[config.mk]
export PLATFORM = sky130hd
export DESIGN_NAME = rsc_ctrl
export DESIGN_NICKNAME = d
export VERILOG_FILES = /design/src/rtl/rsc_pkg.sv /design/src/rtl/rsc_ctrl.sv
export SDC_FILE = /design/constraint.sdc
export NUM_CORES = 1
export LEC_CHECK = 0
export BUFFER_PORTS_ARGS = -buffer_cell sky130_fd_sc_hd__buf_4
export CAP_MARGIN = 10
export CORE_UTILIZATION = 42
export DETAILED_ROUTE_END_ITERATION = 8
export HOLD_SLACK_MARGIN = 0.05
export PLACE_DENSITY = 0.76
export SLEW_MARGIN = 20
export SYNTH_ARGS = -nofsm -noshare
export SYNTH_HDL_FRONTEND = slang
export SYNTH_SLANG_ARGS = --single-unit
[constraint.sdc]
create_clock -name clk -period 1.8 [get_ports clk]
set_input_delay 0.27 -clock clk [delete_from_list [all_inputs] [get_ports clk]]
set_output_delay 0.27 -clock clk [all_outputs]
set_load 0.1 [all_outputs]
[src/rtl/rsc_pkg.sv]
// ----------------------------------------------------------------------------
// rsc_pkg
// types, constants and helper functions of the rpn stack calculator
// ----------------------------------------------------------------------------
`default_nettype none

package rsc_pkg;

  localparam int STACK_DEPTH = 128;
  localparam int VAR_COUNT   = 26;
  localparam int SAW         = $clog2(STACK_DEPTH);
  localparam int SCW         = $clog2(STACK_DEPTH + 1);
  localparam int VIW         = (VAR_COUNT > 1) ? $clog2(VAR_COUNT) : 1;

  localparam int DATA_W = 64;
  localparam int FUNC_W = 4;
  localparam int VIDX_W = 5;
  localparam int KIND_W = 2;

  localparam int DIV_FX_STEPS  = 96;
  localparam int DIV_INT_STEPS = 64;
  localparam int DCNT_W        = $clog2(DIV_FX_STEPS + 1);

  localparam logic [DATA_W-1:0] SIGN_MIN = {1'b1, {(DATA_W-1){1'b0}}};
  localparam logic [DATA_W-1:0] POS_MAX  = {1'b0, {(DATA_W-1){1'b1}}};

  typedef enum logic [FUNC_W-1:0] {
    FN_NUM       = 4'd0,
    FN_VAR       = 4'd1,
    FN_ADD       = 4'd2,
    FN_SUB       = 4'd3,
    FN_MUL       = 4'd4,
    FN_DIV       = 4'd5,
    FN_MOD       = 4'd6,
    FN_DUP       = 4'd7,
    FN_SWAP      = 4'd8,
    FN_ASSIGN    = 4'd9,
    FN_PRINTMODE = 4'd10,
    FN_RECALL    = 4'd11,
    FN_EOL       = 4'd12
  } func_t;

  typedef enum logic [1:0] {
    MODE_NORMAL   = 2'd0,
    MODE_ASSIGN   = 2'd1,
    MODE_PRINTVAR = 2'd2,
    MODE_RECALL   = 2'd3
  } mode_t;

  typedef enum logic [KIND_W-1:0] {
    KIND_LINE   = 2'd0,
    KIND_VAR    = 2'd1,
    KIND_RECALL = 2'd2,
    KIND_ERROR  = 2'd3
  } kind_t;

  typedef enum logic [2:0] {
    PSEL_NUM  = 3'd0,
    PSEL_VAR  = 3'd1,
    PSEL_RES  = 3'd2,
    PSEL_OPA  = 3'd3,
    PSEL_OPB  = 3'd4,
    PSEL_SUM  = 3'd5,
    PSEL_DIFF = 3'd6
  } psel_t;

  typedef struct packed {
    logic  load_tok;
    logic  pop;
    logic  peek;
    logic  cap_a;
    logic  cap_b;
    logic  push;
    psel_t push_sel;
    logic  mul_start;
    logic  div_start;
    logic  div_int;
    logic  mode_wr;
    mode_t mode_val;
    logic  var_wr;
    logic  last_wr;
    logic  print;
    kind_t print_kind;
    logic  set_zdiv;
    logic  set_badop;
    logic  finish;
  } rsc_cmd_t;

  typedef struct packed {
    func_t func;
    mode_t mode;
    logic  var_ok;
    logic  b_zero;
    logic  mixed;
    logic  busy;
    logic  out_free;
  } rsc_stat_t;

  function automatic logic [DATA_W-1:0] magnitude(input logic [DATA_W-1:0] x);
    magnitude = x[DATA_W-1] ? ({DATA_W{1'b0}} - x) : x;
  endfunction

  // sign and magnitude back to two's complement, clamped to the signed range
  function automatic logic [DATA_W-1:0] signed_sat(input logic neg,
                                                   input logic [DATA_W-1:0] mag,
                                                   input logic ovf);
    if (neg) begin
      signed_sat = (ovf || mag > SIGN_MIN) ? SIGN_MIN : ({DATA_W{1'b0}} - mag);
    end else begin
      signed_sat = (ovf || mag > POS_MAX) ? POS_MAX : mag;
    end
  endfunction

endpackage

`default_nettype wire

[src/rtl/rsc_ctrl.sv]
// ----------------------------------------------------------------------------
// rsc_ctrl
// token sequencer: pops, checks, starts units, pushes and hands off the result
// ----------------------------------------------------------------------------
`default_nettype none

module rsc_ctrl import rsc_pkg::*; (
  input  wire       clk,
  input  wire       rst_n,
  input  wire       in_valid,
  output logic      in_ready,
  input  rsc_stat_t stat,
  output rsc_cmd_t  cmd
);

  typedef enum logic [3:0] {
    S_IDLE, S_DECODE, S_POP1, S_CAP1, S_POP2, S_CAP2,
    S_CHECK, S_WAIT, S_PUSH2, S_FINISH
  } state_t;

  state_t state_r, state_nxt;
  logic   pop2_r, pop2_nxt;

  always_ff @(posedge clk) begin
    if (!rst_n) begin
      state_r <= S_IDLE;
      pop2_r  <= 1'b0;
    end else begin
      state_r <= state_nxt;
      pop2_r  <= pop2_nxt;
    end
  end

  assign in_ready = (state_r == S_IDLE);

  always_comb begin
    cmd       = '0;
    state_nxt = state_r;
    pop2_nxt  = pop2_r;
    unique case (state_r)
      S_IDLE: begin
        if (in_valid) begin
          cmd.load_tok = 1'b1;
          pop2_nxt     = 1'b0;
          state_nxt    = S_DECODE;
        end
      end
      S_DECODE: begin
        state_nxt = S_FINISH;
        unique case (stat.func)
          FN_NUM: begin
            cmd.push     = 1'b1;
            cmd.push_sel = PSEL_NUM;
          end
          FN_VAR: begin
            if (stat.var_ok) begin
              if (stat.mode == MODE_PRINTVAR) begin
                cmd.print      = 1'b1;
                cmd.print_kind = KIND_VAR;
              end else if (stat.mode == MODE_ASSIGN) begin
                state_nxt = S_POP1;
              end else begin
                cmd.push     = 1'b1;
                cmd.push_sel = PSEL_VAR;
              end
            end
          end
          FN_ADD, FN_SUB, FN_MUL, FN_DIV, FN_MOD, FN_DUP, FN_SWAP: begin
            state_nxt = S_POP1;
          end
          FN_ASSIGN: begin
            cmd.mode_wr  = 1'b1;
            cmd.mode_val = MODE_ASSIGN;
          end
          FN_PRINTMODE: begin
            cmd.mode_wr  = 1'b1;
            cmd.mode_val = MODE_PRINTVAR;
          end
          FN_RECALL: begin
            cmd.print      = 1'b1;
            cmd.print_kind = KIND_RECALL;
            cmd.mode_wr    = 1'b1;
            cmd.mode_val   = MODE_RECALL;
          end
          FN_EOL: begin
            if (stat.mode == MODE_NORMAL) begin
              state_nxt = S_POP1;
            end else begin
              cmd.mode_wr  = 1'b1;
              cmd.mode_val = MODE_NORMAL;
            end
          end
          default: begin
          end
        endcase
      end
      S_POP1: begin
        // duplicate reads the top without taking it
        cmd.pop   = (stat.func != FN_DUP);
        cmd.peek  = (stat.func == FN_DUP);
        state_nxt = S_CAP1;
      end
      S_CAP1: begin
        cmd.cap_b = 1'b1;
        unique case (stat.func)
          FN_ADD, FN_SUB, FN_MUL, FN_MOD, FN_SWAP: state_nxt = S_POP2;
          default:                                 state_nxt = S_CHECK;
        endcase
      end
      S_POP2: begin
        cmd.pop   = 1'b1;
        state_nxt = S_CAP2;
      end
      S_CAP2: begin
        cmd.cap_a = 1'b1;
        pop2_nxt  = 1'b1;
        state_nxt = S_CHECK;
      end
      S_CHECK: begin
        state_nxt = S_FINISH;
        unique case (stat.func)
          FN_ADD: begin
            cmd.push     = 1'b1;
            cmd.push_sel = PSEL_SUM;
          end
          FN_SUB: begin
            cmd.push     = 1'b1;
            cmd.push_sel = PSEL_DIFF;
          end
          FN_MUL: begin
            cmd.mul_start = 1'b1;
            state_nxt     = S_WAIT;
          end
          FN_DIV: begin
            if (pop2_r) begin
              cmd.div_start = 1'b1;
              state_nxt     = S_WAIT;
            end else if (stat.b_zero) begin
              cmd.set_zdiv = 1'b1;
            end else begin
              state_nxt = S_POP2;
            end
          end
          FN_MOD: begin
            if (stat.b_zero) begin
              cmd.set_zdiv = 1'b1;
            end else if (stat.mixed) begin
              cmd.set_badop = 1'b1;
            end else begin
              cmd.div_start = 1'b1;
              cmd.div_int   = 1'b1;
              state_nxt     = S_WAIT;
            end
          end
          FN_DUP: begin
            cmd.push     = 1'b1;
            cmd.push_sel = PSEL_OPB;
          end
          FN_SWAP: begin
            cmd.push     = 1'b1;
            cmd.push_sel = PSEL_OPB;
            state_nxt    = S_PUSH2;
          end
          FN_VAR: begin
            cmd.var_wr = 1'b1;
          end
          FN_EOL: begin
            cmd.last_wr    = 1'b1;
            cmd.print      = 1'b1;
            cmd.print_kind = KIND_LINE;
          end
          default: begin
          end
        endcase
      end
      S_WAIT: begin
        if (!stat.busy) begin
          cmd.push     = 1'b1;
          cmd.push_sel = PSEL_RES;
          state_nxt    = S_FINISH;
        end
      end
      S_PUSH2: begin
        cmd.push     = 1'b1;
        cmd.push_sel = PSEL_OPA;
        state_nxt    = S_FINISH;
      end
      S_FINISH: begin
        if (stat.out_free) begin
          cmd.finish = 1'b1;
          state_nxt  = S_IDLE;
        end
      end
      default: state_nxt = S_IDLE;
    endcase
  end

endmodule

`default_nettype wire

==> out/qor.yml, run 1 <==
start_util: 0.469
synth.net_count: 160
netlist_instances: 143
haltStage: "clock tree synthesis"
avgSynthCellArea_um2: 5.91
ctsResizeCount: 71
cts_setup_buffers: 3
cts_max_path_buffers: 2
cts-htree-levels: 1
ys.warnings.count: 0
io_buffers: 37
cts_hold_buf: 0
synth_seq_cells: 5
dp_hpwl_um: 2850
die_x_um: 46.8
io_pins: 38
die_h_um: 46.8
yosysSeqAreaShare: 0.119
outcome: "aborted with a tool error"
cts_made_buffers: 3
synthesis.area_um2: 845
rows: 15
cts.sinks: 5
routabilityCongestion: 0.839
ys_types: 36
cts_root_buffer: "clkbuf_4"
error_line: "[ERROR DPL-0038] Utilization greater than 100%, impossible to legalize"
## cells in the mapped netlist
cell	count	area [um2]
a2bb2oi_1	1	8.76
nor4_1	3	18.8
nor3_1	22	110
nand3_1	3	15.0
o32a_1	1	10.0
nand2b_1	6	37.5
o21a_1	1	7.51
or2_2	1	6.26
buf_4	1	7.51
buf_2	2	10.0
dfxtp_1	5	100
inv_1	13	48.8
o21ai_1	1	5.00
a22o_1	1	8.76
o21ai_0	9	45.0
clkbuf_1	9	33.8
or3_1	3	18.8
ha_1	3	37.5
or4b_2	1	10.0
or3b_1	1	8.76
a211oi_1	2	15.0
o311ai_0	1	8.76
nor3b_1	3	22.5
a31oi_1	4	25.0
nor2_1	18	67.6
o22ai_1	2	12.5
nand4b_1	1	8.76
o22a_1	1	8.76
or2_1	1	6.26
o31ai_1	1	7.51
a21oi_1	6	30.0
nand2_1	10	37.5
a221oi_1	1	8.76
nor2b_1	3	18.8
mux2i_1	1	10.0
o31a_1	1	8.76
## through the flow
step	instances	setup WS [ps]	instance area, um2	utilization	hold slack, ps
floorplan	143	-869	1200	-	387
global placement	220	-241	1590	0.882	487
detailed placement	220	-278	1590	0.882	505
## logic make-up after synthesis
kind of cell	count (synthesis)	synth area share
compound gates	33	0.249
fa+ha+maj	3	0.0444
buf+inv	25	0.119
flops	5	0.119
mux	1	0.0119
simple gates	76	0.458
==> run 2: changes to the inputs <==
CORE_AREA = 2 2 63 65   (was unset)
CORE_UTILIZATION = unset   (was 42)
DIE_AREA = 0 0 65 67   (was unset)
HOLD_SLACK_MARGIN = unset   (was 0.05)
PLACE_DENSITY = unset   (was 0.76)
PLACE_DENSITY_LB_ADDON = 0.15   (was unset)
clock period = 2.3 ns   (was 1.8 ns; I/O delays follow)
==> out/qor.yml, run 2 <==
post-route-drc-count: 0
synth_seq_cells: 5
nets: 204
die_h_um: 67
drive_gt1_frac: 0.452
met3_wirelength_um: 131
hold_slack_ps: 345
yosysTopAreaCellShare: 0.130
wl_per_cell_um: 13.5
p_leak_uw: 0.000666
synthTopCellsByCount: "22 x nor3_1, 18 x nor2_1, 13 x inv_1"
grt_overflow: 0
die_x_um: 65
ys.warnings.count: 0
vdd_drop_max_uv: 577
start_util: 0.234
p_sw_uw: 509
cts.sinks: 5
rows: 22
required_ps: 1960
synth.net_count: 160
mostFrequentLayoutCell: "buf_4"
path_class: "reg2out"
met1_length_um: 1420
slew_violations: 0
crit_fanout: 5
grt_pass1_wl_um: 5050
first_pass_iters: 4
dr_wl_met2_um: 1580
top_layer_used: "met4"
n_fill_cell: 378
cp-end-kind: "primary output"
final_cell_area_mm2: 0.00156
fp.dieArea_mm2: 0.00436
setup_viol: 0
power_uw: 951
skew_ps: 0.979
swShare: 0.535
drt.antenna.violating_nets: 0
cellInternalPower_uw: 442
grt_max_degree: 16
via_per_inst: 5.00
yosysSeqAreaShare: 0.119
ys_types: 36
top_register: "state_r"
outcome: "complete, no violations"
seqPwrFrac: 0.123
io_pins: 38
mostFrequentLayoutCells: "41 x buf_4, 13 x nor2_1, 13 x inv_1"
vias: 1169
insertion_delay_ps: 220
pwr-share-clk: 0.169
placed_cell_area_mm2: 0.00143
powerDensity_mw_per_mm2: 611
antenna_found_initial: 0
syn2layout_area_growth_pct: 84.1
core-area_mm2: 0.00361
finalCritPeriodShare: 0.977
synth_edf_count: 0
grt_pass1_vias: 1067
cp-start-kind: "register"
largest_reg_flops: 4
setup_slack_ps: 52.0
io_buffers: 37
cts_made_buffers: 3
cts_hold_buf: 0
comb_power_share: 0.708
routabilityCongestion: 0.808
path_clk_slew_ps: 40
critPathBufInv: 1
tritoncts: "yes"
avgSynthCellArea_um2: 5.91
wl_um: 3150
final-hold-violation-count: 0
cts-htree-levels: 1
clock.fmax_mhz: 445
grt_usage: 0.148
holdCritPathClass: "in2reg"
cp_slowest_cell: "or3b_4"
yosys.area.top_type: "nor3_1"
synthesis.area_um2: 845
path_cells: "nand2b_4 -> or3b_4 -> or2_4 -> nor4_4 -> buf_6"
arrival_ps: 1900
reg_top3: "state_r x4, pop2_r x1"
crit_path_max_incr_delay_ps: 400
cts_root_buffer: "clkbuf_8"
finish.utilization: 0.431
synth-main-ff-cell: "dfxtp_1"
slew_headroom: 0.713
place_ws_ps: 119
synth.most_common_cell: "nor3_1"
dp_hpwl_um: 2590
drtIter0Drc: 114
ys_async_sr_fraction: 0
synth_area_leaders: "nor3_1 13%, dfxtp_1 12%, nor2_1 8.0%"
period_minus_slack_ps: 2250
num_antenna_cells: 0
maxCapViolCount: 0
critical-path-top-delay-family: "simple AND/OR/NAND/NOR gates"
netlist_instances: 143
cts_max_path_buffers: 2
tightest_slew_ps: 426
-- run 2: final cells by class --
class | count | area [um2] | share of cell area
multi-input combinational | 113 | 856 | 0.550
timing repair buffer | 51 | 442 | 0.284
sequential | 5 | 104 | 0.0668
tap | 48 | 60.1 | 0.0386
inverter | 13 | 48.8 | 0.0314
clock buffer | 4 | 45.0 | 0.0290
-- run 2: kinds of logic after synthesis --
logic type | Yosys count | synth area share
DFF | 5 | 0.119
AOI/OAI and AO/OA | 33 | 0.249
muxes | 1 | 0.0119
buffers and inverters | 25 | 0.119
and+or+nand+nor | 76 | 0.458
adders and majority gates | 3 | 0.0444
-- run 2: repair_timing --
item	4_1_cts	5_1_grt
setup endpoints to repair	8	12
setup buffers	0	1
resized for setup	8	12
pin swaps	0	1
-- run 2: power by group through the flow --
stage	sequential (uW)	combinational, uW	clock, uW
2_1_floorplan	111	492	0
3_3_place_gp	115	639	0
3_5_place_dp	116	641	0
4_1_cts	115	650	164
5_1_grt	119	714	167
6_report	117	673	161
-- run 2: final timing paths --
| check | start | to | slack [ps] | cells past startpoint |
|---|---|---|---|---|
| worst min-delay path | rst_n | state_r[1] | 350 | 2 |
| worst min register to register | pop2_r | pop2_r | 600 | 2 |
| worst max register to register | state_r[3] | state_r[1] | 590 | 6 |
| worst max-delay path | state_r[3] | cmd[11] | 50 | 5 |
-- run 2: per-stage QoR --
stage / setup TNS (ps) / instances
after global routing: -2.82 / 234
after floorplan: -1970 / 143
final: 0 / 234
after global placement: 0 / 229
after CTS: 0 / 233
after detailed placement: 0 / 229
-- run 2: per-layer routing --
layer,vias to the layer above,GRT usage
met5,-,0
met4,0,0.0319
met3,2,0.00338
met2,33,0.262
met1,542,0.200
li1,592,-
(Power assumes the default switching activity.)
